<file path="src/hdl/iccapp2_pkg.sv">
// shared types and constants for the icc profile app2 segmenter
// no dependencies; compiled first

package iccapp2_pkg;

    localparam int unsigned MAX_SEGMENT_DATA = 65519;
    localparam int unsigned SEG_HDR_EXTRA    = 16;

    localparam logic [15:0] SEG_DATA_MAX = 16'(MAX_SEGMENT_DATA);
    localparam logic [15:0] SEG_LEN_ADD  = 16'(SEG_HDR_EXTRA);

    // beat positions within one item's run
    localparam logic [4:0] BEAT_MARK_FF  = 5'd0;
    localparam logic [4:0] BEAT_MARK_E2  = 5'd1;
    localparam logic [4:0] BEAT_LEN_HI   = 5'd2;
    localparam logic [4:0] BEAT_LEN_LO   = 5'd3;
    localparam logic [4:0] BEAT_ID_FIRST = 5'd4;
    localparam logic [4:0] BEAT_ID_LAST  = 5'd15;
    localparam logic [4:0] BEAT_SEG_NUM  = 5'd16;
    localparam logic [4:0] BEAT_SEG_TOT  = 5'd17;
    localparam logic [4:0] BEAT_DATA     = 5'd18;

    localparam logic [7:0] MARKER_PREFIX = 8'hFF;
    localparam logic [7:0] MARKER_APP2   = 8'hE2;

    typedef struct packed {
        logic [7:0]  data;
        logic        ovr;
        logic        hdr;
        logic        seg_end;
        logic [15:0] mlen;
        logic [7:0]  seg_num;
        logic [7:0]  seg_total;
    } item_desc_t;

    // segment identifier text and its zero terminator
    function automatic logic [7:0] id_text_byte(input logic [3:0] pos);
        logic [7:0] b;
        case (pos)
            4'd0:    b = 8'h49;
            4'd1:    b = 8'h43;
            4'd2:    b = 8'h43;
            4'd3:    b = 8'h5F;
            4'd4:    b = 8'h50;
            4'd5:    b = 8'h52;
            4'd6:    b = 8'h4F;
            4'd7:    b = 8'h46;
            4'd8:    b = 8'h49;
            4'd9:    b = 8'h4C;
            4'd10:   b = 8'h45;
            default: b = 8'h00;
        endcase
        return b;
    endfunction

endpackage

</file>
<file path="src/hdl/iccapp2_if.sv">
// channel interfaces: profile byte input, framed stream output, length config
// depends on nothing beyond the language

interface iccapp2_in_if;
    logic       valid;
    logic       ready;
    logic [7:0] data_byte;

    modport source (output valid, output data_byte, input ready);
    modport sink   (input valid, input data_byte, output ready);
    modport mon    (input valid, input data_byte, input ready);
endinterface

interface iccapp2_out_if;
    logic       valid;
    logic       ready;
    logic [7:0] out_byte;
    logic       last_of_run;
    logic       segment_end;
    logic       overrun;

    modport source (output valid, output out_byte, output last_of_run,
                    output segment_end, output overrun, input ready);
    modport sink   (input valid, input out_byte, input last_of_run,
                    input segment_end, input overrun, output ready);
    modport mon    (input valid, input out_byte, input last_of_run,
                    input segment_end, input overrun, input ready);
endinterface

interface iccapp2_cfg_if;
    logic        valid;
    logic        ready;
    logic [23:0] profile_length;

    modport source (output valid, output profile_length, input ready);
    modport sink   (input valid, input profile_length, output ready);
    modport mon    (input valid, input profile_length, input ready);
endinterface

</file>
<file path="src/hdl/iccapp2_tracker.sv">
// framing state: bytes left, segment position, segment number and count
// depends on iccapp2_pkg

module iccapp2_tracker
(
    input  logic                     clk,
    input  logic                     rst_n,
    input  logic                     cfg_wr,
    input  logic [23:0]              cfg_len,
    input  logic                     take,
    input  logic [7:0]               data_byte,
    output iccapp2_pkg::item_desc_t  desc
);
    import iccapp2_pkg::*;

    logic [23:0] remain_reg,  remain_next;
    logic [15:0] left_reg,    left_next;
    logic [7:0]  num_reg,     num_next;
    logic [7:0]  total_reg,   total_next;

    logic        at_end;
    logic        need_hdr;
    logic [15:0] seglen;
    logic [15:0] left_cur;
    logic [7:0]  num_inc;

    // ceil(len / 65519): estimate by >>16, remainder check corrects once
    function automatic logic [7:0] seg_count(input logic [23:0] len);
        logic [24:0] y;
        logic [8:0]  q;
        logic [12:0] q17;
        logic [16:0] r;
        logic [8:0]  qc;
        y   = {1'b0, len} + 25'(MAX_SEGMENT_DATA - 1);
        q   = y[24:16];
        q17 = {q, 4'b0000} + {4'b0000, q};
        r   = {1'b0, y[15:0]} + {4'b0000, q17};
        qc  = (r >= 17'(MAX_SEGMENT_DATA)) ? q + 9'd1 : q;
        return qc[7:0];
    endfunction

    assign at_end   = (remain_reg == 24'd0);
    assign need_hdr = (left_reg == 16'd0);
    assign seglen   = (remain_reg > {8'd0, SEG_DATA_MAX}) ? SEG_DATA_MAX : remain_reg[15:0];
    assign num_inc  = num_reg + 8'd1;
    assign left_cur = (need_hdr ? seglen : left_reg) - 16'd1;

    always_comb
    begin
        desc.data      = data_byte;
        desc.ovr       = at_end;
        desc.hdr       = need_hdr && !at_end;
        desc.seg_end   = (left_cur == 16'd0);
        desc.mlen      = seglen + SEG_LEN_ADD;
        desc.seg_num   = num_inc;
        desc.seg_total = total_reg;
    end

    always_comb
    begin
        remain_next = remain_reg;
        left_next   = left_reg;
        num_next    = num_reg;
        total_next  = total_reg;
        if (cfg_wr)
        begin
            remain_next = cfg_len;
            left_next   = 16'd0;
            num_next    = 8'd0;
            total_next  = seg_count(cfg_len);
        end
        else if (take && !at_end)
        begin
            remain_next = remain_reg - 24'd1;
            left_next   = left_cur;
            if (need_hdr)
            begin
                num_next = num_inc;
            end
        end
    end

    always_ff @(posedge clk or negedge rst_n)
    begin
        if (!rst_n)
        begin
            remain_reg <= 24'd0;
            left_reg   <= 16'd0;
            num_reg    <= 8'd0;
            total_reg  <= 8'd0;
        end
        else
        begin
            remain_reg <= remain_next;
            left_reg   <= left_next;
            num_reg    <= num_next;
            total_reg  <= total_next;
        end
    end

endmodule

</file>
<file path="src/hdl/icc_profile_app2_segmenter_top.sv">
// icc profile to jpeg app2 segment framer, top level
// depends on iccapp2_pkg, iccapp2_if and iccapp2_tracker
//
// profile: one profile byte per beat, taken when valid and ready are high
// stream:  framed marker stream, one byte per beat; last_of_run marks the
//          final beat caused by an input byte, segment_end the closing byte
//          of a segment, overrun a byte that came after the profile's end
// cfg:     profile_length write, always ready; restarts framing
// an input byte that opens a segment gives 19 beats (18 header bytes, then
// the data byte), any other byte gives one beat
// an input byte is registered in the item register, then each of its beats in
// the output register
// throughput: one byte per cycle inside a segment while stream.ready is high,
// less for the byte that opens a segment, set by the single output byte lane
// the next input byte is taken in the cycle the current run's last beat
// moves into the output register, so the output register parts both sides
// a stalled receiver holds the output beat and, once the item register is
// full, drops profile.ready
// reset: profile_length 0, so every input reports overrun until written

module icc_profile_app2_segmenter_top
(
    input  logic                 clk,
    input  logic                 rst_n,
    iccapp2_in_if.sink           profile,
    iccapp2_out_if.source        stream,
    iccapp2_cfg_if.sink          cfg
);
    import iccapp2_pkg::*;

    item_desc_t  desc;
    item_desc_t  item_reg;
    logic        item_v_reg,  item_v_next;
    logic [4:0]  beat_reg,    beat_next;
    logic        out_v_reg,   out_v_next;
    logic [7:0]  obyte_reg;
    logic        olast_reg;
    logic        oend_reg;
    logic        oovr_reg;

    logic        take;
    logic        out_load;
    logic        item_done;
    logic [7:0]  beat_byte;
    logic [4:0]  id_pos;

    assign cfg.ready     = 1'b1;
    assign out_load      = item_v_reg && (!out_v_reg || stream.ready);
    assign item_done     = (beat_reg == BEAT_DATA);
    assign profile.ready = !item_v_reg || (item_done && out_load);
    assign take          = profile.valid && profile.ready;

    iccapp2_tracker u_tracker
    (
        .clk       (clk),
        .rst_n     (rst_n),
        .cfg_wr    (cfg.valid),
        .cfg_len   (cfg.profile_length),
        .take      (take),
        .data_byte (profile.data_byte),
        .desc      (desc)
    );

    assign id_pos = beat_reg - BEAT_ID_FIRST;

    always_comb
    begin
        case (beat_reg)
            BEAT_MARK_FF: beat_byte = MARKER_PREFIX;
            BEAT_MARK_E2: beat_byte = MARKER_APP2;
            BEAT_LEN_HI:  beat_byte = item_reg.mlen[15:8];
            BEAT_LEN_LO:  beat_byte = item_reg.mlen[7:0];
            BEAT_SEG_NUM: beat_byte = item_reg.seg_num;
            BEAT_SEG_TOT: beat_byte = item_reg.seg_total;
            BEAT_DATA:    beat_byte = item_reg.ovr ? 8'h00 : item_reg.data;
            default:
            begin
                if (beat_reg >= BEAT_ID_FIRST && beat_reg <= BEAT_ID_LAST)
                    beat_byte = id_text_byte(id_pos[3:0]);
                else
                    beat_byte = 8'h00;
            end
        endcase
    end

    always_comb
    begin
        item_v_next = item_v_reg;
        beat_next   = beat_reg;
        if (take)
        begin
            item_v_next = 1'b1;
            beat_next   = desc.hdr ? BEAT_MARK_FF : BEAT_DATA;
        end
        else if (out_load)
        begin
            if (item_done)
                item_v_next = 1'b0;
            else
                beat_next = beat_reg + 5'd1;
        end
        out_v_next = out_load || (out_v_reg && !stream.ready);
    end

    always_ff @(posedge clk or negedge rst_n)
    begin
        if (!rst_n)
        begin
            item_v_reg <= 1'b0;
            beat_reg   <= BEAT_DATA;
            out_v_reg  <= 1'b0;
        end
        else
        begin
            item_v_reg <= item_v_next;
            beat_reg   <= beat_next;
            out_v_reg  <= out_v_next;
        end
    end

    always_ff @(posedge clk)
    begin
        if (take)
        begin
            item_reg <= desc;
        end
        if (out_load)
        begin
            obyte_reg <= beat_byte;
            olast_reg <= item_done;
            oend_reg  <= item_done && !item_reg.ovr && item_reg.seg_end;
            oovr_reg  <= item_done && item_reg.ovr;
        end
    end

    assign stream.valid       = out_v_reg;
    assign stream.out_byte    = obyte_reg;
    assign stream.last_of_run = olast_reg;
    assign stream.segment_end = oend_reg;
    assign stream.overrun     = oovr_reg;

endmodule

</file>
<file path="src/flat_wrapper.sv">
// flat-port wrapper written by rule: the top's interface ports become plain ports
module icc_profile_app2_segmenter_top_flat import iccapp2_pkg::*;
  (clk, rst_n, profile_valid, profile_data_byte, profile_ready, stream_valid, stream_out_byte, stream_last_of_run, stream_segment_end, stream_overrun, stream_ready, cfg_valid, cfg_profile_length, cfg_ready);
  iccapp2_in_if profile_i ();
  iccapp2_out_if stream_i ();
  iccapp2_cfg_if cfg_i ();
  input  logic clk;
  input  logic rst_n;
  input wire logic [$bits(profile_i.valid)-1:0] profile_valid;
  input wire logic [$bits(profile_i.data_byte)-1:0] profile_data_byte;
  output wire logic [$bits(profile_i.ready)-1:0] profile_ready;
  output wire logic [$bits(stream_i.valid)-1:0] stream_valid;
  output wire logic [$bits(stream_i.out_byte)-1:0] stream_out_byte;
  output wire logic [$bits(stream_i.last_of_run)-1:0] stream_last_of_run;
  output wire logic [$bits(stream_i.segment_end)-1:0] stream_segment_end;
  output wire logic [$bits(stream_i.overrun)-1:0] stream_overrun;
  input wire logic [$bits(stream_i.ready)-1:0] stream_ready;
  input wire logic [$bits(cfg_i.valid)-1:0] cfg_valid;
  input wire logic [$bits(cfg_i.profile_length)-1:0] cfg_profile_length;
  output wire logic [$bits(cfg_i.ready)-1:0] cfg_ready;
  assign profile_i.valid = profile_valid;
  assign profile_i.data_byte = profile_data_byte;
  assign profile_ready = profile_i.ready;
  assign stream_valid = stream_i.valid;
  assign stream_out_byte = stream_i.out_byte;
  assign stream_last_of_run = stream_i.last_of_run;
  assign stream_segment_end = stream_i.segment_end;
  assign stream_overrun = stream_i.overrun;
  assign stream_i.ready = stream_ready;
  assign cfg_i.valid = cfg_valid;
  assign cfg_i.profile_length = cfg_profile_length;
  assign cfg_ready = cfg_i.ready;
  icc_profile_app2_segmenter_top u_core (.clk(clk), .rst_n(rst_n), .profile(profile_i), .stream(stream_i), .cfg(cfg_i));
endmodule
</file>
<file path="config.mk">
export PLATFORM = sky130hd
export DESIGN_NAME = icc_profile_app2_segmenter_top_flat
export DESIGN_NICKNAME = d
export VERILOG_FILES = /design/src/hdl/iccapp2_pkg.sv /design/src/hdl/iccapp2_if.sv /design/src/hdl/iccapp2_tracker.sv /design/src/hdl/icc_profile_app2_segmenter_top.sv /design/src/flat_wrapper.sv
export SDC_FILE = /design/constraint.sdc
export NUM_CORES = 1
export LEC_CHECK = 0
export ABC_CLOCK_PERIOD_IN_PS = 4820
export BUFFER_PORTS_ARGS = -buffer_cell sky130_fd_sc_hd__buf_2
export CAP_MARGIN = 20
export CORE_UTILIZATION = 56
export DETAILED_ROUTE_END_ITERATION = 7
export PLACE_DENSITY = 0.75
export RECOVER_POWER = 50
export REMOVE_ABC_BUFFERS = 1
export SYNTH_ARGS = -nofsm -noshare
export SYNTH_HDL_FRONTEND = slang
export SYNTH_SLANG_ARGS = --single-unit
</file>
<file path="constraint.sdc">
create_clock -name clk -period 4.82 [get_ports clk]
set_clock_uncertainty 0.15 [all_clocks]
set_input_delay 0.482 -clock clk [delete_from_list [all_inputs] [get_ports clk]]
set_output_delay 0.482 -clock clk [all_outputs]
set_load 0.03 [all_outputs]
</file>
### Word-level counts from Yosys, hierarchy flattened

Memory sizes are Yosys's and may differ from the RTL's.
Cells that the tools add are included.

| word-level totals | value |
|---|---|
| output and inout port bits | 14 |
| ROM bits | 96 |
| register bits after elaboration | 116 |
| memories kept | 1 |
| logic and storage cells | 88 |
| bits of input ports | 37 |

| cells by class | value |
|---|---|
| reductions and logical operators | 29 |
| magnitude comparators | 4 |
| add/subtract/negate cells | 10 |
| muxes and demuxes | 20 |
| eq/ne operators | 7 |

Memory list:

| memory | words | width | read ports | clocked after memory_dff | wr ports | RTL line | text |
|---|---|---|---|---|---|---|---|
| (no name shown) | 16 | 6 | 1 | 0 | 0 | iccapp2_pkg.sv:39 | `case (pos)` |

Operators by type and width:

| cell | number |
|---|---|
| 16-bit two-way mux | 4 |
| 8-bit one-hot mux with 7 select lines | 1 |
| 24-bit two-way mux | 2 |
| 8-bit two-way mux | 6 |
| 16-bit logical NOT | 2 |
| 24-bit by 16-bit adder with 25-bit output (second input constant) | 1 |
| 24-bit by 16-bit > comparator with 1-bit output (second input constant) | 1 |
| 24-bit logical NOT | 1 |
| 24-bit by 1-bit subtractor with 24-bit output (second input constant) | 1 |
| 5-bit two-way mux | 4 |
| 16-bit by 13-bit adder with 17-bit output | 1 |
| 17-bit by 16-bit >= comparator with 1-bit output (second input constant) | 1 |
| 16-bit by 5-bit adder with 16-bit output (second input constant) | 1 |
| 8-bit by 1-bit adder with 8-bit output (second input constant) | 2 |
| 16-bit by 1-bit subtractor with 16-bit output (second input constant) | 1 |
| 5-bit == test (second input constant) | 3 |
| 13-bit by 9-bit adder with 13-bit output | 1 |
| 5-bit by 2-bit == test with 1-bit output (second input constant) | 2 |
| 1-bit logical AND | 10 |
| 2-bit nonzero test | 4 |
| 2-bit AND reduction | 3 |
| 5-bit by 1-bit adder with 5-bit output (second input constant) | 1 |
| 5-bit by 1-bit == test with 1-bit output (second input constant) | 1 |
| 5-bit by 3-bit >= comparator with 1-bit output (second input constant) | 1 |
| other kinds (7) | 15 |

### Longest topological paths before layout

Gate-level depths: netlist (run 1).

| logic depth | value |
|---|---|
| depth in word-level cells | 9 |
| gate-level depth with buffers | 26 |
| depth with buffers taken out | 26 |

### By module

From an unflattened synthesis (run 1), not the netlist that was laid out.

| second synthesis, totals | value |
|---|---|
| cells, all modules | 888 |
| area total of the unflattened synthesis | 8046.5 sq um |

Modules (own cells, without submodules):

| module | cells an instance | area each (sq um) | seq. area each (sq um) | instances |
|---|---|---|---|---|
| iccapp2_tracker | 707 | 5449.0 | 1401.3 | 1 |
| icc_profile_app2_segmenter_top | 181 | 2597.5 | 1769.2 | 1 |

### Least setup slack after synthesis (run 1)

No wires, ideal clock.

| timing path | value |
|---|---|
| kind | in2reg |
| start point | input cfg_profile_length[12] |
| end point | register u_core.u_tracker.total_reg[7] |
| stages on the path | 24 |
| data required time | 4.544 ns |
| path buffers | 0 |
| library setup time | 0.126 ns |
| slack | -0.840 ns |
| arrival time | 5.384 ns |
| cells stage by stage | or4_4 -> or4_1 -> o21ai_0 -> xnor2_1 -> nand2_1 -> o21a_1 -> ha_1 -> a21oi_1 -> nand2b_1 -> o21ai_0 -> a21oi_1 -> nor2_1 -> xnor2_1 -> ha_1 -> o21ai_0 -> nand2_1 -> nand2_1 -> a31oi_1 -> or3_1 -> a2111oi_2 -> o2111a_2 -> o21ai_2 -> mux2_4 -> a221o_1 |

| between the ends | value |
|---|---|
| longest elaborated chain between the ends | 5 |
| elaborated cells on any way between the ends | 6 |
| classes of those cells | 4 x add/sub; 1 x order compare; 1 x mux |

Ends and longest elaborated chain:

| item | RTL line | text |
|---|---|---|
| start: declaration | flat_wrapper.sv:19 | `input wire logic [$bits(cfg_i.profile_length)-1:0] cfg_profile_length;` |
| 24-bit by 16-bit adder with 25-bit output * | iccapp2_tracker.sv:34 | `y = {1'b0, len} + 25'(MAX_SEGMENT_DATA - 1);` |
| 13-bit by 9-bit adder with 13-bit output | iccapp2_tracker.sv:36 | `q17 = {q, 4'b0000} + {4'b0000, q};` |
| 16-bit by 13-bit adder with 17-bit output | iccapp2_tracker.sv:37 | `r = {1'b0, y[15:0]} + {4'b0000, q17};` |
| 17-bit by 16-bit >= comparator with 1-bit output | iccapp2_tracker.sv:38 | `qc = (r >= 17'(MAX_SEGMENT_DATA)) ? q + 9'd1 : q;` |
| 8-bit two-way mux * | iccapp2_tracker.sv:38 |  |
| end signal: assignment | iccapp2_tracker.sv:97 | `total_reg <= total_next;` |
| end: declaration | iccapp2_tracker.sv:19 | `logic [7:0] total_reg, total_next;` |

Mark *: on every way between the ends. The rest lies on a longest branch, timed or not.
A chain may end at the register's enable or synchronous reset.

### Worst setup path after layout (run 1)

Same ends and word-level chain as after synthesis.

==> results of run 1 <==
worst max-delay path: stages:
cell       delay [ns]
buf_6            0.09
or4_4            0.54
or4_4            0.49
o21ai_1          0.25
xnor2_1          0.31
buf_4            0.23
xnor2_2          0.15
nand2b_4         0.09
o21ai_4          0.17
xor2_1           0.18
ha_1             0.26
buf_4            0.15
and4_1           0.15
nand3_2          0.09
a31oi_1          0.09
or3_4            0.35
a2111oi_4        0.35
o2111a_2         0.30
o21ai_4          0.07
mux2_4           0.31
a221o_1          0.27
repair_timing:
| item | 4_1_cts | 5_1_grt |
|---|---|---|
| setup endpoints to repair | 8 | 8 |
| hold buffers | 0 | 0 |
| pin swaps | 21 | 21 |
| gates resized for setup | 36 | 28 |
| setup buffers | 7 | 5 |
synthesized netlist by cell type, types with 3 or more instances:
cell type | count | share of area [%]
a211oi_1 | 11 | 1.1
a21boi_0 | 3 | 0.30
a21o_1 | 4 | 0.40
a21oi_1 | 54 | 3.6
a221o_1 | 3 | 0.40
a22oi_1 | 10 | 0.99
a31oi_1 | 7 | 0.58
and2_1 | 9 | 0.74
and3_1 | 8 | 0.66
and4_1 | 4 | 0.46
buf_1 | 3 | 0.15
clkbuf_1 | 37 | 1.8
dfrtp_1 | 61 | 20
edfxtp_1 | 53 | 21
ha_1 | 33 | 5.4
inv_1 | 26 | 1.3
mux2_2 | 4 | 0.59
mux2i_1 | 3 | 0.40
nand2_1 | 116 | 5.7
nand2b_1 | 12 | 0.99
nand3_1 | 23 | 1.5
nand4_1 | 13 | 1.1
nor2_1 | 76 | 3.8
nor3_1 | 28 | 1.8
nor4_1 | 12 | 0.99
o211ai_1 | 10 | 0.99
o21a_1 | 6 | 0.59
o21ai_0 | 64 | 4.2
or2_2 | 7 | 0.58
or3_1 | 6 | 0.49
or4_1 | 4 | 0.40
xnor2_1 | 50 | 5.8
xor2_1 | 34 | 3.9
layout make-up:
type	instances	area (sq um)
Clock buffer	18	439
Clock inverter	14	129
Fill cell	982	3710
Inverter	27	101
Multi-Input combinational cell	665	4430
Sequential cell	116	3170
Tap cell	176	220
Timing Repair Buffer	155	1040
per-layer routing:
| metal | vias to the layer above | part of all wire, % | GRT usage [%] |
|---|---|---|---|
| li1 | 3322 | - | - |
| met1 | 3257 | 42 | 37.5 |
| met2 | 291 | 48 | 47.2 |
| met3 | 53 | 7.1 | 6.37 |
| met4 | 0 | 3.2 | 12.8 |
| met5 | - | 0 | 0 |
cells by family after synthesis:
logic type,after synthesis,share of synthesized area [%]
simple gates,333,21.0
xor+xnor,84,9.68
mux,8,1.19
compound gates,205,17.0
buf+inv,71,3.72
flops,116,41.7
fa+ha+maj,34,5.70
other cells,1,0.0494
through the flow:
stage               setup WS [ns]  total power, mW  std cells  area [sq um]
floorplan                  -0.840             2.17        808          7420
global placement           -0.852             2.58       1127          8590
detailed placement          -1.03             2.61       1127          8590
CTS                        -0.285             3.84       1166          9360
global route               -0.537             4.07       1171          9540
finish                     -0.408             3.87       1171          9540
how the worst max path moves through the flow:
stage,endpoint,start,slack [ns],cells past startpoint
finish,u_core.u_tracker.total_reg[7],cfg_profile_length[12],-0.41,21
global route,u_core.u_tracker.total_reg[7],cfg_profile_length[12],-0.54,21
CTS,u_core.u_tracker.total_reg[7],cfg_profile_length[12],-0.28,22
detailed placement,u_core.u_tracker.total_reg[7],cfg_profile_length[12],-1.03,25
global placement,u_core.u_tracker.total_reg[7],cfg_profile_length[12],-0.85,25
floorplan,u_core.u_tracker.total_reg[7],cfg_profile_length[12],-0.84,24
power groups by stage:
stage               Clock [mW]  Sequential [mW]  Combinational, mW
floorplan                    0             1.32              0.845
global placement             0             1.28               1.30
detailed placement           0             1.28               1.33
CTS                       1.20             1.26               1.37
global route              1.25             1.27               1.55
finish                    1.19             1.27               1.42
==> impl_metrics.env, run 1 <==
export IMPL_startpoint_type="input port"
export IMPL_utilization_pct=72.0
export IMPL_p_per_area_nw_per_um2=406
export IMPL_drt_initial_drc_count=646
export IMPL_crit_fanout=5
export IMPL_fmax_ghz=0.191
export IMPL_nNetsFinal=1053
export IMPL_yosys_cell_types_count=77
export IMPL_ir_drop_v=0.000274
export IMPL_rows=42
export IMPL_fin_crit_ns=5.23
export IMPL_routed_wl_um=20200
export IMPL_place_congestion=0.977
export IMPL_crit_type="in2reg"
export IMPL_overflow=0
export IMPL_final_hold_violation_count=0
export IMPL_tightest_slew_ns=3.44
export IMPL_internal_power_mw=2.44
export IMPL_timing_hold_ws_ns=0.0826
export IMPL_start_util_pct=57.4
export IMPL_grt_usage_pct=29.1
export IMPL_grt_pass1_wl_um=32200
export IMPL_fin_crit_sh_pct=108
export IMPL_cts_buffer_depth=2
export IMPL_dpl_hpwl_um=14200
export IMPL_synth_warnings=0
export IMPL_r2r_start="u_core.u_tracker.remain_reg[18]"
export IMPL_ys_seq_elements=116
export IMPL_timing_final_ws_setup_ns=-0.408
export IMPL_clk_pin_slew_ns=0.06
export IMPL_clkLatencyLatePin_ns=0.42
export IMPL_ant_nets=0
export IMPL_slew_headroom_pct=-129
export IMPL_vias=6923
export IMPL_reg2reg_depth=14
export IMPL_worstHoldPathType="in2reg"
export IMPL_critPathRequiredTime_ns=4.97
export IMPL_switchingPower_mw=1.42
export IMPL_cts_root_buf="clkbuf_16"
export IMPL_async_flop_share_pct=54.3
export IMPL_cts_tree="yes"
export IMPL_die_x_um=118
export IMPL_synthFlopType="dfrtp_1"
export IMPL_io_buffers=49
export IMPL_hold_depth=1
export IMPL_crit_reg2reg_capture="u_core.item_reg[32]"
export IMPL_dieArea_sq_um=14000
export IMPL_final_common_cell="nand2_1"
export IMPL_antenna_found_initial=0
export IMPL_netlist_area_sq_um=7600
export IMPL_grt_pass1_vias=6692
export IMPL_cts_made_buffers=17
export IMPL_ys_seq_area_share_pct=41.7
export IMPL_cts_sink_count=116
export IMPL_drc_errors=0
export IMPL_rsz0062_at_grt="yes"
export IMPL_h_tree_depth=4
export IMPL_io_pins=51
export IMPL_layout_common_cells="115 x nand2_1, 101 x buf_4, 75 x nor2_1"
export IMPL_synthCells=852
export IMPL_avgSynthCellArea_sq_um=8.92
export IMPL_power_frac_seq_pct=32.7
export IMPL_antennaDiodeCount=0
export IMPL_maxCapViolCount=1
export IMPL_regToRegSetupSlack_ns=0.35
export IMPL_via_per_inst=5.91
export IMPL_status="finished, violations left"
export IMPL_setup_viol=8
export IMPL_leakage_nw=3.83
export IMPL_violations="capacitance limit, slew limit, setup timing"
export IMPL_synth_edf_count=53
export IMPL_critPathCaptureType="flop"
export IMPL_dr_pass1_iters=5
export IMPL_worstHoldStart="profile_data_byte[1]"
export IMPL_min_to="u_core.item_reg[36]"
export IMPL_largest_reg_flops=42
export IMPL_syn_to_final_growth_pct=25.5
export IMPL_combinationalPowerShare_pct=36.6
export IMPL_clkPwrFrac_pct=30.7
export IMPL_slew_viol_final=64
export IMPL_critPathArrivalTime_ns=5.38
export IMPL_drive_gt1_share_pct=23.0
export IMPL_wl_per_cell_um=17.2
export IMPL_core_sq_um=13200
export IMPL_grt_max_degree=78
export IMPL_die_h_um=118
export IMPL_swShare_pct=36.8
export IMPL_tns_ns=-2.42
Power figures use the tool's default switching activity.
==> run 2: changes to the inputs <==
- CORE_UTILIZATION: 56 -> 30
- CTS_BUF_LIST: default -> sky130_fd_sc_hd__clkbuf_8 sky130_fd_sc_hd__clkbuf_16
- PLACE_DENSITY: 0.75 -> default
==> run 2 against run 1 <==
  * The run still ends with capacitance limit, slew limit, setup timing left
  * First-iteration DRC count shrank 34%
  * Die area grew 85%
  * Non-clock buffer count shrank 9
  * Power grew 1.0%
  * Highest routed layer unchanged
==> impl_metrics.env, run 2 (synthesis results as in run 1) <==
export IMPL_regToRegSetupSlack_ns=0.37
export IMPL_status="finished, violations left"
export IMPL_combinationalPowerShare_pct=35.1
export IMPL_worstHoldPathType="in2reg"
export IMPL_violations="capacitance limit, slew limit, setup timing"
export IMPL_final_hold_violation_count=0
export IMPL_cts_root_buf="clkbuf_16"
export IMPL_fin_crit_ns=5.00
export IMPL_grt_pass1_vias=6471
export IMPL_tightest_slew_ns=2.09
export IMPL_grtUsageMet1_pct=22.1
export IMPL_critPathCaptureType="flop"
export IMPL_final_common_cell="nand2_1"
export IMPL_drt_initial_drc_count=424
export IMPL_rsz0062_at_grt="yes"
export IMPL_antennaDiodeCount=0
export IMPL_vias=6690
export IMPL_nNetsFinal=1044
export IMPL_start_util_pct=30.9
export IMPL_io_pins=51
export IMPL_drive_gt1_share_pct=20.8
export IMPL_fin_crit_sh_pct=104
export IMPL_slew_viol_final=66
export IMPL_dieArea_sq_um=26000
export IMPL_use_met2_pct=25.4
export IMPL_rows=57
export IMPL_cp_startpoint="cfg_profile_length[12]"
export IMPL_h_tree_depth=4
export IMPL_via_per_inst=5.11
export IMPL_internal_power_mw=2.55
export IMPL_r2r_start="u_core.u_tracker.remain_reg[18]"
export IMPL_clkLatencyLatePin_ns=0.42
export IMPL_io_buffers=49
export IMPL_core_sq_um=24600
export IMPL_endpoint="u_core.u_tracker.total_reg[7]"
export IMPL_ir_drop_v=0.000298
export IMPL_dr_pass1_iters=4
export IMPL_critPathRequiredTime_ns=4.97
export IMPL_clkPwrFrac_pct=32.6
export IMPL_cts_buffer_depth=2
export IMPL_slew_headroom_pct=-39.4
export IMPL_maxCapViolCount=2
export IMPL_busiest_layer="met2"
export IMPL_fmax_ghz=0.200
export IMPL_die_h_um=161
export IMPL_startpoint_type="input port"
export IMPL_swShare_pct=34.7
export IMPL_grt_max_degree=52
export IMPL_critPathArrivalTime_ns=5.15
export IMPL_dpl_hpwl_um=14900
export IMPL_antenna_found_initial=0
export IMPL_timing_final_ws_setup_ns=-0.183
export IMPL_leakage_nw=3.76
export IMPL_wl_per_cell_um=15.5
export IMPL_setup_viol=6
export IMPL_grt_usage_pct=16.0
export IMPL_timing_hold_ws_ns=0.0940
export IMPL_crit_reg2reg_capture="u_core.item_reg[32]"
export IMPL_p_per_area_nw_per_um2=409
export IMPL_drc_errors=0
export IMPL_overflow=0
export IMPL_syn_to_final_growth_pct=25.7
export IMPL_reg2reg_depth=14
export IMPL_crit_type="in2reg"
export IMPL_layout_common_cells="116 x nand2_1, 93 x buf_4, 74 x nor2_1"
export IMPL_largest_reg_flops=42
export IMPL_grt_pass1_wl_um=33200
export IMPL_cts_made_buffers=17
export IMPL_switchingPower_mw=1.36
export IMPL_cts_sink_count=116
export IMPL_finalPower_mw=3.91
export IMPL_clk_pin_slew_ns=0.05
export IMPL_routed_wl_um=20300
export IMPL_power_frac_seq_pct=32.3
export IMPL_crit_fanout=3
export IMPL_place_congestion=0.871
export IMPL_ant_nets=0
export IMPL_grt_met3_usage_pct=3.06
export IMPL_die_x_um=161
export IMPL_cts_tree="yes"
==> run 2: layer usage <==
layer  routed length [um]  up-vias
met2                 9190      166
li1                     -     3310
met3                  827       25
met4                  345        0
met1                 9900     3189
met5                    0        -
==> run 2: power by group through the flow <==
stage | combinational, mW | clock [mW] | sequential [mW]
6_report | 1.37 | 1.27 | 1.26
5_1_grt | 1.53 | 1.33 | 1.27
4_1_cts | 1.36 | 1.29 | 1.26
3_5_place_dp | 1.33 | 0 | 1.28
3_3_place_gp | 1.32 | 0 | 1.27
2_1_floorplan | 0.845 | 0 | 1.32
==> run 2: layout make-up <==
type	instances	area, sq um
Clock buffer	20	467
Clock inverter	12	135
Fill cell	2497	15100
Inverter	27	101
Multi-Input combinational cell	665	4310
Sequential cell	116	3170
Tap cell	324	405
Timing Repair Buffer	146	967
==> run 2: how the worst min path moves through the flow <==
stage | start | endpoint | slack (ns) | cells past startpoint
floorplan | rst_n | u_core.beat_reg[0] | 0.04 | 0
global placement | u_core.u_tracker.total_reg[4] | u_core.item_reg[4] | 0.28 | 0
detailed placement | u_core.u_tracker.total_reg[4] | u_core.item_reg[4] | 0.29 | 0
CTS | profile_data_byte[1] | u_core.item_reg[36] | 0.08 | 1
global route | profile_data_byte[2] | u_core.item_reg[37] | 0.08 | 1
finish | profile_data_byte[0] | u_core.item_reg[35] | 0.09 | 1
==> run 2: critical path, cell delays in order <==
cell and delay (ns):
buf_6 0.09, or4_4 0.54, or4_4 0.48, o21ai_4 0.16, xnor2_2 0.15, nand2_1 0.10
o21a_1 0.12, ha_2 0.18, a21oi_2 0.13, nand2b_4 0.15, o21ai_4 0.06, xor2_1 0.15
ha_1 0.32, o21a_1 0.13, a21oi_2 0.17, or2b_4 0.14, a31oi_1 0.06, or3_4 0.34
a2111oi_4 0.29, o2111a_2 0.29, o21ai_2 0.07, mux2_4 0.29, a221o_1 0.25
==> run 2: timing repair <==
action,4_1_cts,5_1_grt
buffers inserted,4,2
endpoints found under the setup margin,8,8
endpoints found under the hold margin,22,0
cloned,0,0
pin swaps,17,10
hold buffers,1,0
resized for setup,33,12
==> run 2: metrics by stage <==
step	utilization, %	cell area (sq um)	cells	worst slack (ns)	TNS [ns]
after global placement	35.6	8750	1271	-0.870	-6.16
after CTS	38.7	9520	1308	-0.221	-0.794
after detailed placement	35.6	8750	1271	-0.918	-6.59
after floorplan	-	7420	808	-0.840	-5.13
after global routing	38.8	9550	1310	-0.430	-2.48
final	38.8	9550	1310	-0.183	-0.607
==> run 3: changes to the inputs <==
- CTS_BUF_LIST: sky130_fd_sc_hd__clkbuf_8 sky130_fd_sc_hd__clkbuf_16 -> sky130_fd_sc_hd__clkbuf_4 sky130_fd_sc_hd__clkbuf_8
==> run 3 against run 2 <==
  * Non-clock buffer count shrank 1
  * Routed wire length down 1.1%
  * Sequential power about the same
  * Via count fell by 0.45%
  * Maximum frequency increased by 0.62%
  * The flow still finishes with violations (capacitance limit, slew limit, setup timing)
  * First-iteration DRC count is 0.71% higher
  * Register-to-register slack is essentially flat
==> impl_metrics.env, run 3 (synthesis results as in run 1) <==
export IMPL_ant_nets=0
export IMPL_fin_crit_ns=4.97
export IMPL_final_common_cell="nand2_1"
export IMPL_cts_tree="yes"
export IMPL_place_congestion=0.871
export IMPL_critPathRequiredTime_ns=4.99
export IMPL_fin_crit_sh_pct=103
export IMPL_violations="capacitance limit, slew limit, setup timing"
export IMPL_timing_final_ws_setup_ns=-0.152
export IMPL_status="finished, violations left"
export IMPL_setup_viol=5
export IMPL_multiInputGateArea_sq_um=4310
export IMPL_crit_fanout=3
export IMPL_nFillCells=2521
export IMPL_ir_drop_v=0.000216
export IMPL_drc_errors=0
export IMPL_grt_pass1_wl_um=32900
export IMPL_cts_buffer_depth=2
export IMPL_die_h_um=161
export IMPL_vias=6660
export IMPL_critPathArrivalTime_ns=5.14
export IMPL_regArea_sq_um=3170
export IMPL_largest_reg_flops=42
export IMPL_overflow=0
export IMPL_syn_to_final_growth_pct=23.2
export IMPL_crit_type="in2reg"
export IMPL_leakage_nw=3.67
export IMPL_combinationalPowerShare_pct=38.3
export IMPL_fmax_ghz=0.201
export IMPL_slew_headroom_pct=-39.4
export IMPL_p_per_area_nw_per_um2=380
export IMPL_h_tree_depth=4
export IMPL_grt_max_degree=52
export IMPL_io_pins=51
export IMPL_core_sq_um=24600
export IMPL_switchingPower_mw=1.30
export IMPL_drive_gt1_share_pct=20.8
export IMPL_startpoint_type="input port"
export IMPL_antenna_found_initial=0
export IMPL_grt_pass1_vias=6420
export IMPL_cts_made_buffers=17
export IMPL_rows=57
export IMPL_antennaDiodeCount=0
export IMPL_worstHoldPathType="in2reg"
export IMPL_maxCapViolCount=2
export IMPL_design_area_sq_um=9360
export IMPL_cts_root_buf="clkbuf_8"
export IMPL_via_per_inst=5.09
export IMPL_power_frac_seq_pct=35.4
export IMPL_start_util_pct=30.9
export IMPL_io_buffers=49
export IMPL_final_hold_violation_count=0
export IMPL_critPathCaptureType="flop"
export IMPL_clk_pin_slew_ns=0.07
export IMPL_wl_per_cell_um=15.3
export IMPL_routed_wl_um=20000
export IMPL_tightest_slew_ns=2.09
export IMPL_clkPwrFrac_pct=26.2
export IMPL_dpl_hpwl_um=14900
export IMPL_dieArea_sq_um=26000
export IMPL_nNetsFinal=1043
export IMPL_clkLatencyLatePin_ns=0.44
export IMPL_drt_initial_drc_count=427
export IMPL_cts_sink_count=116
export IMPL_post_place_ws_ns=-0.918
export IMPL_tns_ns=-0.443
export IMPL_timing_hold_ws_ns=0.0739
export IMPL_slew_viol_final=66
export IMPL_internal_power_mw=2.26
export IMPL_dr_pass1_iters=5
export IMPL_placed_area_sq_um=8750
export IMPL_die_x_um=161
export IMPL_swShare_pct=36.5
export IMPL_rsz0062_at_grt="yes"
export IMPL_layout_common_cells="116 x nand2_1, 92 x buf_4, 74 x nor2_1"
export IMPL_grt_usage_pct=15.9
run 3: changes by cell type in the layout (fill, tap and decap cells not counted):
| cell | before | now |
|---|---|---|
| clkbuf_16 | 17 | 0 |
| clkbuf_8 | 3 | 20 |
| buf_4 | 93 | 92 |
| clkbuf_4 | 0 | 1 |
| inv_1 | 27 | 26 |
| o21ai_0 | 53 | 54 |
| o21ai_1 | 9 | 8 |
run 3: layout make-up:
type / count / share of cell area [%]
multi-input cells: 665 / 46.0
flip-flops and latches: 116 / 33.9
repair buffers: 145 / 10.3
well taps: 324 / 4.33
clock buffers: 21 / 3.02
clock inverters: 11 / 1.40
inverters: 27 / 1.08
run 3: through the flow:
stage	util (%)	cells	power [mW]
finish	38.0	1309	3.56
global route	38.0	1309	3.78
CTS	37.9	1308	3.57
detailed placement	35.6	1271	2.60
global placement	35.6	1271	2.59
floorplan	-	808	2.17
run 3: worst paths after layout:
check                      depth (start not counted)  slack (ns)                         endpoint                       startpoint
min in group asynchronous                          2        0.84              u_core.stream.valid                            rst_n
hold / removal                                     1        0.07              u_core.item_reg[35]             profile_data_byte[0]
max in group asynchronous                          3        1.04  u_core.u_tracker.remain_reg[21]                            rst_n
setup / recovery                                  23       -0.15    u_core.u_tracker.total_reg[7]           cfg_profile_length[12]
hold reg to reg                                    0        0.30               u_core.item_reg[4]    u_core.u_tracker.total_reg[4]
setup reg to reg                                  14        0.36              u_core.item_reg[32]  u_core.u_tracker.remain_reg[18]
run 3: timing repair:
action,4_1_cts,5_1_grt
pin swaps,17,9
hold buffers,1,0
endpoints found under the setup margin,8,8
hold endpoints to repair,22,0
buffers inserted,4,1
resized for setup,32,12
run 3: worst max-delay path, stage by stage:
cell and delay (ns):
buf_6 0.09, or4_4 0.54, or4_4 0.48, o2111ai_4 0.24, xnor2_2 0.09, buf_4 0.13, o21ai_0 0.19, a31oi_1 0.15
a21o_1 0.20, a21o_1 0.19, a21oi_1 0.15, a31oi_1 0.06, ha_1 0.32, o21ai_1 0.08, nand2_1 0.06, nand2_1 0.08
a31oi_1 0.04, or3_4 0.34, a2111oi_4 0.30, o2111a_2 0.29, o21ai_2 0.07, mux2_4 0.29, a221o_1 0.25
run 3: metal layers:
metal / GRT usage [%] / routed length [um] / vias to the layer above
met5: 0 / 0 / -
met4: 3.90 / 269 / 0
met3: 3.44 / 938 / 19
met2: 25.1 / 9050 / 164
met1: 21.9 / 9790 / 3175
li1: - / - / 3302
run 3: power by group through the flow:
stage | Combinational, mW | Sequential, mW | Clock (mW)
final | 1.36 | 1.26 | 0.933
after global routing | 1.52 | 1.27 | 0.991
after CTS | 1.36 | 1.26 | 0.954
after detailed placement | 1.33 | 1.28 | 0
after global placement | 1.32 | 1.27 | 0
after floorplan | 0.845 | 1.32 | 0
